--- config.mk ---
export PLATFORM = sky130hd
export DESIGN_NAME = dirty_rectangle_tracker
export DESIGN_NICKNAME = d
export VERILOG_FILES = /design/src/drt_pkg.sv /design/src/drt_rect_unit.sv /design/src/dirty_rectangle_tracker.sv
export SDC_FILE = /design/constraint.sdc
export NUM_CORES = 1
export LEC_CHECK = 0
export BUFFER_PORTS_ARGS = -buffer_cell sky130_fd_sc_hd__buf_2
export CORE_ASPECT_RATIO = 0.75
export CORE_MARGIN = 5
export CORE_UTILIZATION = 50
export DETAILED_ROUTE_END_ITERATION = 7
export PLACE_DENSITY = 0.63
export SLEW_MARGIN = 30
export SYNTH_ARGS = -nofsm -noshare
export SYNTH_HDL_FRONTEND = slang
export SYNTH_SLANG_ARGS = --single-unit
export TNS_END_PERCENT = 30
--- constraint.sdc ---
create_clock -name i_clk -period 16.75 [get_ports i_clk]
set_clock_uncertainty 0.15 [all_clocks]
set_input_delay 5.025 -clock i_clk [delete_from_list [all_inputs] [get_ports i_clk]]
set_output_delay 5.025 -clock i_clk [all_outputs]
set_load 0.01 [all_outputs]
--- src/drt_pkg.sv ---
// ----------------------------------------------------------------------------
// drt_pkg
// Shared types, constants and codes for the dirty rectangle tracker.
// ----------------------------------------------------------------------------
package drt_pkg;

    localparam int NUM_ENTRIES = 8;
    localparam int IDX_W       = (NUM_ENTRIES > 1) ? $clog2(NUM_ENTRIES) : 1;
    localparam int EDGE_W      = 12;
    localparam int COORD_W     = 16;

    localparam logic [EDGE_W-1:0] FRAME_WIDTH_RST  = 12'd640;
    localparam logic [EDGE_W-1:0] FRAME_HEIGHT_RST = 12'd480;

    // configuration register indexes
    localparam logic CFG_FRAME_WIDTH  = 1'b0;
    localparam logic CFG_FRAME_HEIGHT = 1'b1;

    // request op codes
    localparam logic [1:0] OP_ADD   = 2'd0;
    localparam logic [1:0] OP_CLEAR = 2'd1;
    localparam logic [1:0] OP_READ  = 2'd2;

    // add outcome codes
    localparam logic [2:0] ADD_NONE   = 3'd0;
    localparam logic [2:0] ADD_EMPTY  = 3'd1;
    localparam logic [2:0] ADD_MERGED = 3'd2;
    localparam logic [2:0] ADD_NEW    = 3'd3;
    localparam logic [2:0] ADD_FORCED = 3'd4;

    typedef struct packed {
        logic [1:0]                op;
        logic [2:0]                entry_index;
        logic signed [COORD_W-1:0] left_x;
        logic signed [COORD_W-1:0] bottom_y;
        logic signed [COORD_W-1:0] right_x;
        logic signed [COORD_W-1:0] top_y;
    } t_req;

    typedef struct packed {
        logic              any_valid;
        logic [2:0]        add_outcome;
        logic              read_valid;
        logic [EDGE_W-1:0] read_left;
        logic [EDGE_W-1:0] read_bottom;
        logic [EDGE_W-1:0] read_right;
        logic [EDGE_W-1:0] read_top;
    } t_rsp;

    typedef struct packed {
        logic [EDGE_W-1:0] left;
        logic [EDGE_W-1:0] bottom;
        logic [EDGE_W-1:0] right;
        logic [EDGE_W-1:0] top;
    } t_rect;

    typedef struct packed {
        logic  overlap;
        t_rect joined;
    } t_cmp;

    typedef enum logic [2:0] {
        S_IDLE,
        S_CLAMP,
        S_SCAN,
        S_PLACE,
        S_FINISH
    } t_state;

endpackage

--- src/drt_rect_unit.sv ---
// ----------------------------------------------------------------------------
// drt_rect_unit
// Shared compare and union unit: overlap test of two rectangles and their
// bounding union.
// ----------------------------------------------------------------------------
module drt_rect_unit (
    input  drt_pkg::t_rect i_a,
    input  drt_pkg::t_rect i_b,
    output drt_pkg::t_cmp  o_cmp
);

    // strict half-open intersection
    assign o_cmp.overlap = (i_a.left < i_b.right) && (i_b.left < i_a.right) &&
                           (i_a.bottom < i_b.top) && (i_b.bottom < i_a.top);

    assign o_cmp.joined.left   = (i_a.left < i_b.left) ? i_a.left : i_b.left;
    assign o_cmp.joined.bottom = (i_a.bottom < i_b.bottom) ? i_a.bottom : i_b.bottom;
    assign o_cmp.joined.right  = (i_a.right > i_b.right) ? i_a.right : i_b.right;
    assign o_cmp.joined.top    = (i_a.top > i_b.top) ? i_a.top : i_b.top;

endmodule

--- src/dirty_rectangle_tracker.sv ---
// ----------------------------------------------------------------------------
// dirty_rectangle_tracker
// Table of invalidated screen rectangles with add, clear and read requests.
// ----------------------------------------------------------------------------
//  channel   direction  handshake                      payload
//  request   in         i_req_valid / o_req_ready      i_req (t_req)
//  response  out        o_rsp_valid / i_rsp_ready      o_rsp (t_rsp)
//  config    in         i_cfg_wr_en (no wait)          i_cfg_index, i_cfg_data
//
//  clear, read and unused ops go from accept straight to the finish step; an add
//  passes the clamp step and, unless empty, the scan and place steps: the scan takes one
//  entry per cycle through the shared rect unit, restarting at entry 0 after each merge.
//  ready returns the cycle after the response is loaded; o_req_ready is high only
//  in idle, and a response still waiting holds the next request in its last step.
//  reset clears the valid bits and restores the frame size; bounds are not reset.
// ----------------------------------------------------------------------------
module dirty_rectangle_tracker (
    input  logic                            i_clk,
    input  logic                            i_rst_n,
    input  logic                            i_req_valid,
    output logic                            o_req_ready,
    input  drt_pkg::t_req                   i_req,
    output logic                            o_rsp_valid,
    input  logic                            i_rsp_ready,
    output drt_pkg::t_rsp                   o_rsp,
    input  logic                            i_cfg_wr_en,
    input  logic                            i_cfg_index,
    input  logic [drt_pkg::EDGE_W-1:0]      i_cfg_data
);

    localparam int N  = drt_pkg::NUM_ENTRIES;
    localparam int IW = drt_pkg::IDX_W;
    localparam int EW = drt_pkg::EDGE_W;

    drt_pkg::t_state r_state, n_state;
    drt_pkg::t_req   r_req, n_req;
    drt_pkg::t_rect  r_rect, n_rect;
    drt_pkg::t_rect  r_bounds [N];
    drt_pkg::t_rect  n_bounds [N];
    drt_pkg::t_rsp   r_rsp, n_rsp;
    logic [N-1:0]    r_valid, n_valid;
    logic [IW-1:0]   r_idx, n_idx;
    logic            r_rd_hit, n_rd_hit;
    logic            r_merged, n_merged;
    logic [2:0]      r_outcome, n_outcome;
    logic            r_rsp_valid, n_rsp_valid;
    logic [EW-1:0]   r_fw, r_fh;

    drt_pkg::t_cmp   c_cmp;
    logic            c_empty;
    logic            c_hit;
    logic            c_any_free;
    logic [IW-1:0]   c_free_idx;
    logic [5:0]      c_rd_ext;
    logic signed [16:0] c_lx, c_by, c_rx, c_ty, c_fw, c_fh;

    drt_rect_unit u_rect (
        .i_a   (r_bounds[r_idx]),
        .i_b   (r_rect),
        .o_cmp (c_cmp)
    );

    // clamp the registered request to the frame
    always_comb begin
        c_fw  = $signed({5'b0, r_fw});
        c_fh  = $signed({5'b0, r_fh});
        c_lx  = r_req.left_x[15] ? 17'sd0 : $signed({1'b0, r_req.left_x});
        c_by  = r_req.bottom_y[15] ? 17'sd0 : $signed({1'b0, r_req.bottom_y});
        c_rx  = $signed({r_req.right_x[15], r_req.right_x});
        c_ty  = $signed({r_req.top_y[15], r_req.top_y});
        if (c_rx > c_fw) begin
            c_rx = c_fw;
        end
        if (c_ty > c_fh) begin
            c_ty = c_fh;
        end
        c_empty = (c_lx >= c_rx) || (c_by >= c_ty);
    end

    always_comb begin
        c_any_free = 1'b0;
        c_free_idx = '0;
        for (int i = N - 1; i >= 0; i--) begin
            if (!r_valid[i]) begin
                c_any_free = 1'b1;
                c_free_idx = IW'(i);
            end
        end
    end

    assign c_hit    = r_valid[r_idx] && c_cmp.overlap;
    assign c_rd_ext = {3'b0, i_req.entry_index};

    // next state
    always_comb begin
        n_state = r_state;
        case (r_state)
            drt_pkg::S_IDLE: begin
                if (i_req_valid) begin
                    n_state = (i_req.op == drt_pkg::OP_ADD) ? drt_pkg::S_CLAMP
                                                            : drt_pkg::S_FINISH;
                end
            end
            drt_pkg::S_CLAMP: begin
                n_state = c_empty ? drt_pkg::S_FINISH : drt_pkg::S_SCAN;
            end
            drt_pkg::S_SCAN: begin
                if (!c_hit && r_idx == IW'(N - 1)) begin
                    n_state = drt_pkg::S_PLACE;
                end
            end
            drt_pkg::S_PLACE: begin
                n_state = drt_pkg::S_FINISH;
            end
            drt_pkg::S_FINISH: begin
                if (!r_rsp_valid || i_rsp_ready) begin
                    n_state = drt_pkg::S_IDLE;
                end
            end
            default: begin
                n_state = drt_pkg::S_IDLE;
            end
        endcase
    end

    // datapath and outputs
    always_comb begin
        n_req       = r_req;
        n_rect      = r_rect;
        n_bounds    = r_bounds;
        n_valid     = r_valid;
        n_idx       = r_idx;
        n_rd_hit    = r_rd_hit;
        n_merged    = r_merged;
        n_outcome   = r_outcome;
        n_rsp       = r_rsp;
        n_rsp_valid = r_rsp_valid && !i_rsp_ready;
        o_req_ready = 1'b0;
        case (r_state)
            drt_pkg::S_IDLE: begin
                o_req_ready = 1'b1;
                if (i_req_valid) begin
                    n_req     = i_req;
                    n_outcome = drt_pkg::ADD_NONE;
                    n_idx     = c_rd_ext[IW-1:0];
                    n_rd_hit  = c_rd_ext < 6'(N);
                    if (i_req.op == drt_pkg::OP_CLEAR) begin
                        n_valid = '0;
                    end
                end
            end
            drt_pkg::S_CLAMP: begin
                n_rect.left   = c_lx[EW-1:0];
                n_rect.bottom = c_by[EW-1:0];
                n_rect.right  = c_rx[EW-1:0];
                n_rect.top    = c_ty[EW-1:0];
                n_idx         = '0;
                n_merged      = 1'b0;
                if (c_empty) begin
                    n_outcome = drt_pkg::ADD_EMPTY;
                end
            end
            drt_pkg::S_SCAN: begin
                if (c_hit) begin
                    // absorb the entry and restart the search
                    n_valid[r_idx] = 1'b0;
                    n_rect         = c_cmp.joined;
                    n_merged       = 1'b1;
                    n_idx          = '0;
                end else if (r_idx == IW'(N - 1)) begin
                    n_idx = '0;
                end else begin
                    n_idx = r_idx + 1'b1;
                end
            end
            drt_pkg::S_PLACE: begin
                if (c_any_free) begin
                    n_valid[c_free_idx]  = 1'b1;
                    n_bounds[c_free_idx] = r_rect;
                    n_outcome = r_merged ? drt_pkg::ADD_MERGED : drt_pkg::ADD_NEW;
                end else begin
                    // table full: r_idx is zero here, so the unit joins entry zero
                    n_bounds[0] = c_cmp.joined;
                    n_outcome   = drt_pkg::ADD_FORCED;
                end
            end
            drt_pkg::S_FINISH: begin
                if (!r_rsp_valid || i_rsp_ready) begin
                    n_rsp_valid       = 1'b1;
                    n_rsp             = '0;
                    n_rsp.any_valid   = |r_valid;
                    n_rsp.add_outcome = r_outcome;
                    if (r_req.op == drt_pkg::OP_READ && r_rd_hit && r_valid[r_idx]) begin
                        n_rsp.read_valid  = 1'b1;
                        n_rsp.read_left   = r_bounds[r_idx].left;
                        n_rsp.read_bottom = r_bounds[r_idx].bottom;
                        n_rsp.read_right  = r_bounds[r_idx].right;
                        n_rsp.read_top    = r_bounds[r_idx].top;
                    end
                end
            end
            default: begin
                o_req_ready = 1'b0;
            end
        endcase
    end

    always_ff @(posedge i_clk) begin
        if (!i_rst_n) begin
            r_state     <= drt_pkg::S_IDLE;
            r_valid     <= '0;
            r_rsp_valid <= 1'b0;
            r_fw        <= drt_pkg::FRAME_WIDTH_RST;
            r_fh        <= drt_pkg::FRAME_HEIGHT_RST;
        end else begin
            r_state     <= n_state;
            r_valid     <= n_valid;
            r_rsp_valid <= n_rsp_valid;
            if (i_cfg_wr_en) begin
                case (i_cfg_index)
                    drt_pkg::CFG_FRAME_WIDTH:  r_fw <= i_cfg_data;
                    drt_pkg::CFG_FRAME_HEIGHT: r_fh <= i_cfg_data;
                    default: begin
                        r_fw <= r_fw;
                    end
                endcase
            end
        end
    end

    always_ff @(posedge i_clk) begin
        r_req     <= n_req;
        r_rect    <= n_rect;
        r_bounds  <= n_bounds;
        r_idx     <= n_idx;
        r_rd_hit  <= n_rd_hit;
        r_merged  <= n_merged;
        r_outcome <= n_outcome;
        r_rsp     <= n_rsp;
    end

    assign o_rsp_valid = r_rsp_valid;
    assign o_rsp       = r_rsp;

    // a stored or joined rectangle leaves at least one entry valid
    a_add_leaves_valid: assert property (@(posedge i_clk) disable iff (!i_rst_n)
        o_rsp_valid && (o_rsp.add_outcome == drt_pkg::ADD_MERGED ||
                        o_rsp.add_outcome == drt_pkg::ADD_NEW ||
                        o_rsp.add_outcome == drt_pkg::ADD_FORCED)
        |-> o_rsp.any_valid)
        else $error("add stored a rectangle but no entry is valid");

    // entries only ever hold non-empty rectangles
    a_read_nonempty: assert property (@(posedge i_clk) disable iff (!i_rst_n)
        o_rsp_valid && o_rsp.read_valid
        |-> (o_rsp.read_left < o_rsp.read_right) && (o_rsp.read_bottom < o_rsp.read_top))
        else $error("read returned an empty rectangle");

    // forcing into entry zero needs the scan pointer parked at zero
    a_place_at_zero: assert property (@(posedge i_clk) disable iff (!i_rst_n)
        r_state == drt_pkg::S_PLACE |-> r_idx == '0)
        else $error("place step entered with nonzero entry pointer");

    // a merge sends the scan back to entry zero
    a_restart_after_hit: assert property (@(posedge i_clk) disable iff (!i_rst_n)
        r_state == drt_pkg::S_SCAN && c_hit |=> r_idx == '0 && r_merged)
        else $error("scan did not restart after a merge");

endmodule

==> metrics.csv, run 1 <==
stage,metric,value,unit
yosys,post-synthesis mux area share,0.0749,
yosys,"flops & latches, synth",594,
yosys,Synth Instances,1935,
floorplanning,Initial Util,0.508,
cells_and_area,share of cells above drive strength 1,0.165,
global_route,antenna violations before repair,1,
yosys,Netlist cell types,70,
drt,ANT nets after route,0,
floorplanning,die height,211,um
sta,PnR worst setup slack,9.96,ns
yosys,sequential area share after synthesis,0.646,
yosys,Post-synth EDFFs,558,
cells_and_area,Syn-to-layout area delta,13.3,%
job,maximum capacitance violations,0,
power,PwrDens,109,nW/um^2
drt,via/cell ratio,6.16,
drt,DRC errors left,0,
clocking,cts bufs inserted,58,
sta,RSZ-0062 raised after global routing,false,
clocking,PostCTS Resize Cnt,0,
floorplanning,IO Pins,142,
critical_path,WS Path Type,flop to primary output,
placement,dpl cells,2742,
critical_path,Worst setup EP type,primary output,
sta,post-route minimum period,6.79,ns
yosys,post-synthesis adder-cell area fraction,0.0675,
global_route,vias in the first global route,17400,
yosys,Mapped Area,27100,sq um
clocking,Hold Buf Count CTS,0,
yosys,Post-Synth Simple-Gate Area,0.0699,
sta,Max Fclk,0.147,GHz
floorplanning,row cnt,73,
floorplanning,core area,53200,sq um
floorplanning,die area,58900,sq um
clocking,post-CTS setup buffers,0,
drt,Detailed Routing Iterations Pass 1,6,
global_route,Total GRT Usage,0.257,
sta,final number of setup-violating endpoints,0,
min_path,min-delay worst type,flop to flop,
cells_and_area,cell area after layout,30600,sq um
run_status,status,"complete, no violations",
clocking,"CTS clk-pin slew, worst paths",0.06,ns
sta,Rel. slew slack,0.322,
yosys,Mean Syn Cell Area,14.0,sq um
global_route,largest net degree at the start of global routing,100,
sta,hold violation total from the final report,0,
placement,DP Area,28800,sq um
sta,final setup TNS,0,ns
cells_and_area,final non-filler cell total,2849,
clocking,CTS sink count,594,
yosys,xor/xnor share of the synthesized area,0,
cells_and_area,nets,2324,
critical_path,CP Launch Type,flop,
sta,final worst-path cycle share,0.405,
clocking,CTS root buffer,clkbuf_16,
sta,Worst Max-Slew Pin Slew,1.02,ns
critical_path,"Req. time, crit path",11.57,ns
yosys,post-synthesis compound-gate area fraction,0.113,
yosys,syn_nets,2168,
drt,Starting DRT DRC Count,1880,
drt,final wirelength,77200,um
power,LEAKAGE,11.4,nW
placement,hpwl dp,50200,um
drt,Wirelength per Cell,27.1,um
floorplanning,Die Wd,279,um
cells_and_area,fin util,0.576,
placement,GP Congestion,0.893,
global_route,first-pass GRT wire length,113000,um
clocking,CTS tree,done,
global_route,GRT overflow,0,
yosys,combinational family with the most area after synthesis,compound AO/OA/AOI/OAI gates,
yosys,"Async S/R FF share, synth",0,
clocking,"Clk Latency, worst-skew pair",0.62,ns
power,VDD IR max,96.7,uV
drt,DR vias,17500,
clocking,Max Root-Sink Buffers,3,
critical_path,CP arrival,1.61,ns
power,Power Total,3.34,mW
sta,hold_ws,0.299,ns
yosys,main flop type after synthesis,edfxtp_1,
sta,final-report max-slew violation count,0,
critical_path,CP Max Fanout,16,
clocking,number of H-tree levels,2,
placement,port bufs,141,
placement,pre-CTS setup slack,9.87,ns
yosys,Synth warnings,0,
-- cells by family (layout without fill, tap and decap cells) --
kind of cell    after synthesis  count (layout)
flops                       594             594
compound gates              434             434
simple gates                388             388
buf+inv                     197             398
mux                         176             176
fa+ha+maj                   146             146
other cells                   0               1
-- metal layers --
metal / GRT usage / vias to the layer above / part of all wire
met5: 0 / - / 0
met4: 0.0726 / 0 / 0.026
met3: 0.0691 / 133 / 0.10
met2: 0.391 / 882 / 0.45
met1: 0.369 / 8726 / 0.42
li1: - / 7796 / -
-- registers in the layout (all words and copies together), names as in the netlist, 8 cells and up --
signal / cells
o_rsp: 53
r_bounds: 384
r_valid: 8
r_req: 66
r_fw: 12
r_fh: 12
r_rect: 48
-- where the power goes --
group	leakage [nW]	switching, mW	internal, mW	total [mW]
clock network	0.903	0.555	0.729	1.28
logic	5.14	0.245	0.143	0.388
registers	5.38	0.0217	1.64	1.67
total	11.4	0.823	2.52	3.34
-- area by class of cell --
| type | instances | area [sq um] |
|---|---|---|
| clock inverter | 34 | 275 |
| timing repair buffer | 187 | 1090 |
| clock buffer | 71 | 1580 |
| sequential | 594 | 17500 |
| antenna | 1 | 2.50 |
| tap | 712 | 891 |
| multi-input combinational | 1144 | 8930 |
| inverter | 106 | 398 |
| fill | 4283 | 22600 |
-- worst paths after layout --
check,start,end,slack [ns],cells past startpoint
max,r_state[0],o_req_ready,9.96,2
min,r_outcome[0],o_rsp[49],0.30,0
max reg2reg,r_idx[2],r_rect[22],10.60,14
min reg2reg,r_outcome[0],o_rsp[49],0.30,0
-- critical path, stage by stage, from the launching register on --
cell,delay [ns]
dfxtp_1,0.46
nor3_1,0.34
buf_2,0.20
-- cells in the final DEF (no fill, tap or decap), types with 40 or more instances in the layout --
cell type,count
a21oi_1,82
a22o_1,57
a22oi_1,47
buf_2,141
buf_4,43
clkbuf_16,61
edfxtp_1,558
ha_1,146
inv_1,105
mux2i_1,127
nand2_1,147
nor2_1,70
nor2b_1,40
o21ai_0,75
-- Yosys cell counts (3+ instances only) --
library cell	number	area, sq um
a211o_1	4	35.0
a211oi_1	10	75.1
a21boi_0	19	143
a21o_1	15	113
a21oi_1	85	425
a221o_1	20	200
a221oi_1	31	272
a22o_1	57	499
a22oi_1	47	353
a31oi_1	5	31.3
and2_0	3	18.8
and2_1	24	150
and3_1	8	50.1
and4_1	3	26.3
buf_1	6	22.5
buf_2	23	115
buf_4	4	30.0
clkbuf_1	57	214
dfxtp_1	36	721
edfxtp_1	558	16800
ha_1	146	1830
inv_1	105	394
mux2_2	30	338
mux2i_1	127	1270
mux4_2	16	360
nand2_1	147	552
nand2b_1	14	87.6
nand3_1	12	60.1
nand3b_1	3	22.5
nand4_1	16	100
nor2_1	75	282
nor2b_1	46	288
nor3_1	14	70.1
nor4_1	9	56.3
nor4b_1	3	26.3
o2111ai_1	4	35.0
o211ai_1	21	158
o21a_1	5	37.5
o21ai_0	77	385
o22ai_1	13	81.3
or4_1	3	22.5
Note: power is estimated with default switching activity, not from simulation.
==> inputs of run 2 (changes only) <==
Settings changed: PLACE_DENSITY 0.63 to 0.66.
Clock period 16.75 ns to 5.74 ns, I/O delays scaled along.
==> run 2 against run 1 <==
Wire length is 2.4% higher. Via count rose by 2.7%. First-iteration DRC count up 20%. Count of clock-buffer cells in the layout rose by 2. Critical path depth is 11 higher. Highest routed layer unchanged. Combinational power increased to 3.1 times the previous value. Setup slack got worse by 9.2 ns. Sequential share of layout area down 0.64 points. Critical path type is now flop to flop. Non-clock buffer count increased by 39. Global-route usage grew 0.61 points.
==> metrics.csv, run 2 (synthesis gave the netlist of run 1 again) <==
stage,metric,value,unit,change
sta,final setup TNS,0,ns,unchanged
global_route,antenna violations before repair,0,,-1
critical_path,Crit path largest cell delay,0.88,ns,+0.42 ns
floorplanning,die height,211,um,unchanged
global_route,first-pass GRT wire length,116000,um,+2.5%
global_route,largest net degree at the start of global routing,52,,-48%
run_status,status,"complete, no violations",,
cells_and_area,Antenna diodes,0,,-1
cells_and_area,Syn-to-layout area delta,14.5,%,
clocking,"CTS clk-pin slew, worst paths",0.06,ns,about the same
min_path,min-delay worst type,flop to flop,,
global_route,Total GRT Usage,0.263,,+0.00611
sta,post-route minimum period,4.99,ns,
floorplanning,Die Wd,279,um,unchanged
drt,DR vias,18000,,+2.7%
cells_and_area,number of flip-flops in the largest register,384,,unchanged
clocking,post-CTS setup buffers,0,,unchanged
critical_path,CP Launch Type,flop,,
job,maximum capacitance violations,0,,unchanged
sta,hold violation total from the final report,0,,unchanged
global_route,vias in the first global route,17600,,+0.91%
critical_path,r2r worst-path depth,13,,-1
sta,Rel. slew slack,0.414,,+0.0921
global_route,GRT overflow,0,,unchanged
clocking,CTS tree,done,,
placement,GP Congestion,0.948,,+6.1%
floorplanning,IO Pins,142,,unchanged
critical_path,Worst setup EP type,flop,,
floorplanning,Initial Util,0.508,,unchanged
cells_and_area,Fillers,4184,,-2.3%
sta,Worst Max-Slew Pin Slew,0.879,ns,-0.138 ns
critical_path,buffer and inverter count on the worst path,4,,+3
critical_path,worst r2r src,r_idx[0],,
sta,Max Fclk,0.200,GHz,
sta,RSZ-0062 raised after global routing,false,,
critical_path,RR Endpoint,r_rect[29],,
critical_path,CP max stage cell,edfxtp_1,,
placement,hpwl dp,55100,um,+9.8%
drt,ANT nets after route,0,,unchanged
drt,DRC errors left,0,,unchanged
drt,Detailed Routing Iterations Pass 1,6,,unchanged
placement,dpl cells,2782,,+1.5%
cells_and_area,cell area after layout,31000,sq um,+1.1%
placement,DP Area,29100,sq um,+1.2%
critical_path,CP arrival,5.13,ns,+3.52 ns
critical_path,CP Max Fanout,49,,+33
clocking,Max Root-Sink Buffers,3,,unchanged
cells_and_area,"commonest non-fill, non-tap cells in the layout","558 x edfxtp_1, 147 x nand2_1, 146 x ha_1, 141 x buf_2, 127 x mux2i_1",,
clocking,PostCTS Resize Cnt,0,,unchanged
critical_path,Critical Path Source,r_idx[0],,
floorplanning,core area,53200,sq um,unchanged
clocking,"Clk Latency, worst-skew pair",0.64,ns,+0.02 ns
floorplanning,row cnt,73,,unchanged
cells_and_area,"Most flops, register",r_bounds,,
sta,final-report max-slew violation count,0,,unchanged
sta,final worst-path cycle share,0.869,,
critical_path,crit path to,r_rect[29],,
cells_and_area,final non-filler cell total,2893,,+1.5%
critical_path,CP cell instances,"inv_1, buf_4, o211ai_1, inv_1, ha_1, nand2_1, o21ai_0, a22oi_1, o2111ai_1, nor4b_4, nand2_1, o21ai_4, buf_12",,
power,LEAKAGE,11.6,nW,+1.9%
drt,Starting DRT DRC Count,2247,,+20%
clocking,CTS root buffer,clkbuf_16,,
cells_and_area,share of cells above drive strength 1,0.178,,+0.0131
power,VDD IR max,235,uV,+140%
power,PwrDens,317,nW/um^2,+190%
critical_path,"delay-heaviest family, CP",compound AO/OA/AOI/OAI gates,,
placement,port bufs,141,,unchanged
cells_and_area,"most common cell after layout, fill and taps aside",edfxtp_1,,
cells_and_area,nets,2364,,+1.7%
critical_path,instance count on the critical path,13,,+11
sta,final number of setup-violating endpoints,0,,unchanged
clocking,Hold Buf Count CTS,0,,unchanged
drt,Wirelength per Cell,27.3,um,+0.83%
clocking,CTS sink count,594,,unchanged
drt,via/cell ratio,6.22,,+1.1%
floorplanning,die area,58900,sq um,unchanged
clocking,number of H-tree levels,2,,unchanged
critical_path,WS Path Type,flop to flop,,
critical_path,"Req. time, crit path",5.89,ns,-5.68 ns
clocking,cts bufs inserted,59,,+1.7%
drt,final wirelength,79100,um,+2.4%
critical_path,R2R setup slack,0.75,ns,-9.85 ns
==> run 2: stage by stage <==
step	setup WS [ns]	hold slack [ns]	total power [mW]	util
2_1_floorplan	-0.0379	0.250	5.65	-
3_3_place_gp	0.860	0.257	6.09	0.545
3_5_place_dp	0.907	0.267	6.12	0.546
4_1_cts	0.868	0.286	9.87	0.582
5_1_grt	0.503	0.298	10.2	0.582
6_report	0.752	0.283	9.84	0.582
==> run 2: worst min-delay path by stage <==
stage	to	slack [ns]	startpoint	cells past startpoint
finish	o_rsp[50]	0.28	r_outcome[1]	0
global route	o_rsp[51]	0.30	r_outcome[2]	0
CTS	o_rsp[50]	0.29	r_outcome[1]	0
detailed placement	o_rsp[51]	0.27	r_outcome[2]	0
global placement	o_rsp[49]	0.26	r_outcome[0]	0
floorplan	o_rsp[49]	0.25	r_outcome[0]	0
==> run 2: power by group <==
group	leakage, nW	total, mW	switching [mW]	internal, mW
logic	5.33	1.19	0.739	0.447
registers	5.38	4.87	0.0743	4.80
clock network	0.922	3.78	1.66	2.12
total	11.6	9.84	2.47	7.36
==> run 2: final cells by class <==
class                           count  area, sq um  area share
Sequential cell                   594        17500       0.564
Multi-Input combinational cell   1144         8920       0.288
Clock buffer                       73         1560      0.0503
Timing Repair Buffer              226         1420      0.0457
Tap cell                          712          891      0.0287
Inverter                          106          398      0.0128
Clock inverter                     38          337      0.0109
==> run 2: metal layers <==
| metal | vias up | part of all wire | GRT usage |
|---|---|---|---|
| met1 | 8991 | 0.43 | 0.390 |
| met4 | 0 | 0.022 | 0.0631 |
| met5 | - | 0 | 0 |
| li1 | 7877 | - | - |
| met3 | 130 | 0.12 | 0.0799 |
| met2 | 1010 | 0.43 | 0.385 |
==> run 2: worst register-to-register path, stage by stage (launching register included) <==
cell and delay (ns):
edfxtp_1 0.88, inv_1 0.43, buf_4 0.31, o211ai_1 0.72, inv_1 0.16, ha_1 0.33, nand2_1 0.06, o21ai_0 0.13
a22oi_1 0.32, o2111ai_1 0.26, nor4b_4 0.34, nand2_1 0.15, o21ai_4 0.12, buf_12 0.28
==> inputs of run 3 (changes only) <==
Clock period 5.74 ns to 4.24 ns, I/O delays scaled along.
==> run 3 against run 2 <==
The run now ends with setup timing left. Die area is the same. Flip-flop and latch count is the same. Cell count grew 5.5%. Non-clock buffer count grew 162. Sequential power grew 35%. Critical path depth grew 4. Design area grew 6.5%. Sequential share of layout area shrank 3.5 points. Register-to-register slack lost 0.86 ns. Utilization grew 3.8 points. Wire length grew 2.1%. Maximum frequency grew 15%.
==> metrics.csv, run 3 (synthesis gave the netlist of run 1 again) <==
stage,metric,value,unit,change
clocking,Max Root-Sink Buffers,3,,unchanged
critical_path,Critical Path Source,r_idx[2],,
power,Switching Share,0.249,,-0.00267
sta,post-route minimum period,4.35,ns,-0.635 ns
run_status,status,"finished, violations left",,
sta,PnR worst setup slack,-0.113,ns,-0.865 ns
critical_path,cell mode on critical path,buf_12,,
critical_path,CP Launch Type,flop,,
global_route,vias in the first global route,18200,,+3.7%
critical_path,Worst setup EP type,flop,,
drt,ANT nets after route,0,,unchanged
sta,Worst Max-Slew Pin Slew,0.888,ns,+0.00963 ns
cells_and_area,cell area after layout,33000,sq um,+6.5%
global_route,GRT overflow,0,,unchanged
clocking,CTS sink count,594,,unchanged
clocking,CTS root buffer,clkbuf_16,,
cells_and_area,number of flip-flops in the largest register,384,,unchanged
floorplanning,Initial Util,0.508,,unchanged
sta,final number of setup-violating endpoints,51,,+51
critical_path,RR Endpoint,r_rect[39],,
floorplanning,row cnt,73,,unchanged
sta,hold violation total from the final report,0,,unchanged
critical_path,crit path to,r_rect[39],,
critical_path,instance count on the critical path,17,,+4
drt,Starting DRT DRC Count,2134,,-5.0%
critical_path,WS Path Type,flop to flop,,
cells_and_area,fin util,0.620,,+0.0379
job,maximum capacitance violations,0,,unchanged
critical_path,CP Max Fanout,13,,-73%
critical_path,"delay-heaviest family, CP",simple AND/OR/NAND/NOR gates,,
cells_and_area,"most common cell after layout, fill and taps aside",edfxtp_1,,
drt,Detailed Routing Iterations Pass 1,5,,-1
floorplanning,IO Pins,142,,unchanged
power,net switching power,3.39,mW,+37%
drt,Wirelength per Cell,26.5,um,-3.2%
global_route,largest net degree at the start of global routing,54,,+3.8%
sta,final setup TNS,-3.73,ns,-3.73 ns
drt,DRC errors left,0,,unchanged
min_path,min-delay worst type,flop to flop,,
power,clock power share,0.369,,-0.015
drt,DR vias,18700,,+4.0%
min_path,hold_sp,r_outcome[1],,
cells_and_area,Syn-to-layout area delta,22.0,%,
critical_path,Crit path largest cell delay,0.46,ns,-0.42 ns
sta,RSZ-0062 raised after global routing,true,,
critical_path,R2R setup slack,-0.11,ns,-0.86 ns
sta,final worst-path cycle share,1.03,,+0.158
power,LEAKAGE,12.6,nW,+8.6%
placement,port bufs,141,,unchanged
sta,Max Fclk,0.230,GHz,+15%
drt,final wirelength,80700,um,+2.1%
cells_and_area,Antenna diodes,0,,unchanged
power,sequential fraction of design power,0.483,,-0.013
power,combinational share of power,0.148,,+0.027
global_route,first-pass GRT wire length,118000,um,+1.5%
cells_and_area,"Most flops, register",r_bounds,,
critical_path,CP max stage cell,a222oi_1,,
clocking,"CTS clk-pin slew, worst paths",0.06,ns,about the same
power,Power Total,13.6,mW,+39%
floorplanning,core area,53200,sq um,unchanged
critical_path,r2r worst-path depth,17,,+4
clocking,Hold Buf Count CTS,0,,unchanged
cells_and_area,nets,2525,,+6.8%
placement,hpwl dp,56300,um,+2.1%
sta,Rel. slew slack,0.404,,-0.00999
critical_path,CP cell instances,"buf_6, buf_12, and2_4, buf_12, a22o_1, a222oi_1, nand2_2, ha_4, a22oi_2, nand2_1, nor4_2, o2111ai_2, nor4b_4, nand2_2, o21ai_4, buf_6, buf_12",,
cells_and_area,"commonest non-fill, non-tap cells in the layout","558 x edfxtp_1, 203 x buf_4, 141 x nand2_1, 141 x buf_2, 138 x ha_1",,
clocking,cts bufs inserted,58,,-1.7%
drt,via/cell ratio,6.14,,-1.4%
clocking,number of H-tree levels,2,,unchanged
floorplanning,die area,58900,sq um,unchanged
placement,DP Area,30100,sq um,+3.4%
power,P_int,10.2,mW,+39%
power,PwrDens,413,nW/um^2,+30%
floorplanning,Die Wd,279,um,unchanged
placement,GP Congestion,0.946,,-0.28%
floorplanning,die height,211,um,unchanged
clocking,"Clk Latency, worst-skew pair",0.62,ns,-0.02 ns
global_route,Total GRT Usage,0.265,,+0.00240
global_route,antenna violations before repair,4,,+4
critical_path,"Req. time, crit path",4.41,ns,-1.48 ns
power,VDD IR max,318,uV,+35%
cells_and_area,Fillers,3980,,-4.9%
sta,final-report max-slew violation count,0,,unchanged
critical_path,CP arrival,4.53,ns,-0.60 ns
cells_and_area,share of cells above drive strength 1,0.267,,+0.0893
placement,dpl cells,2894,,+4.0%
run_status,failing checks,setup timing,,
critical_path,buffer and inverter count on the worst path,5,,+1
cells_and_area,final non-filler cell total,3051,,+5.5%
clocking,CTS tree,done,,
critical_path,worst r2r src,r_idx[2],,
==> run 3: metrics by stage <==
stage | hold slack [ns] | setup slack (ns)
finish | 0.281 | -0.113
CTS | 0.283 | -0.0329
detailed placement | 0.256 | -0.302
global placement | 0.256 | -0.306
global route | 0.293 | -0.256
floorplan | 0.250 | -0.564
==> run 3: metal layers <==
metal | up-vias | share of wire | track usage
li1 | 8205 | - | -
met3 | 125 | 0.11 | 0.0545
met1 | 9291 | 0.43 | 0.402
met4 | 6 | 0.022 | 0.0605
met5 | - | 0.00041 | 0
met2 | 1107 | 0.44 | 0.400
==> run 3: worst reg2reg max path, cell delays in order, from the launching register on <==
cell       delay, ns
edfxtp_1        0.42
buf_6           0.16
buf_12          0.14
and2_4          0.16
buf_12          0.15
a22o_1          0.20
a222oi_1        0.46
nand2_2         0.20
ha_4            0.22
a22oi_2         0.16
nand2_1         0.10
nor4_2          0.33
o2111ai_2       0.18
nor4b_4         0.43
nand2_2         0.12
o21ai_4         0.20
buf_6           0.16
buf_12          0.14
==> run 3: layout make-up <==
type	count	area (sq um)	area share
Clock buffer	76	1540	0.0467
Inverter	106	398	0.0121
Tap cell	712	891	0.0270
Clock inverter	31	279	0.00845
Timing Repair Buffer	388	3050	0.0923
Multi-Input combinational cell	1144	9380	0.284
Sequential cell	594	17500	0.529
==> run 3: how the worst min path moves through the flow <==
stage	endpoint	slack, ns	cells past startpoint
final	o_rsp[50]	0.28	0
after global routing	o_rsp[50]	0.29	0
after CTS	o_rsp[50]	0.28	0
after detailed placement	o_rsp[50]	0.26	0
after global placement	o_rsp[49]	0.26	0
after floorplan	o_rsp[49]	0.25	0
==> run 3: power by group through the flow <==
stage / clock network (mW) / registers, mW / logic (mW)
6_report: 5.03 / 6.58 / 2.02
5_1_grt: 5.32 / 6.59 / 2.16
4_1_cts: 5.08 / 6.58 / 1.88
3_5_place_dp: 0 / 6.71 / 1.76
3_3_place_gp: 0 / 6.70 / 1.73
2_1_floorplan: 0 / 6.69 / 0.957
==> run 3: repair_timing <==
action | in CTS | in global routing
setup buffers | 22 | 23
pin swaps | 14 | 23
gates cloned | 5 | 2
gates resized for setup | 63 | 79
setup endpoints to repair | 59 | 143
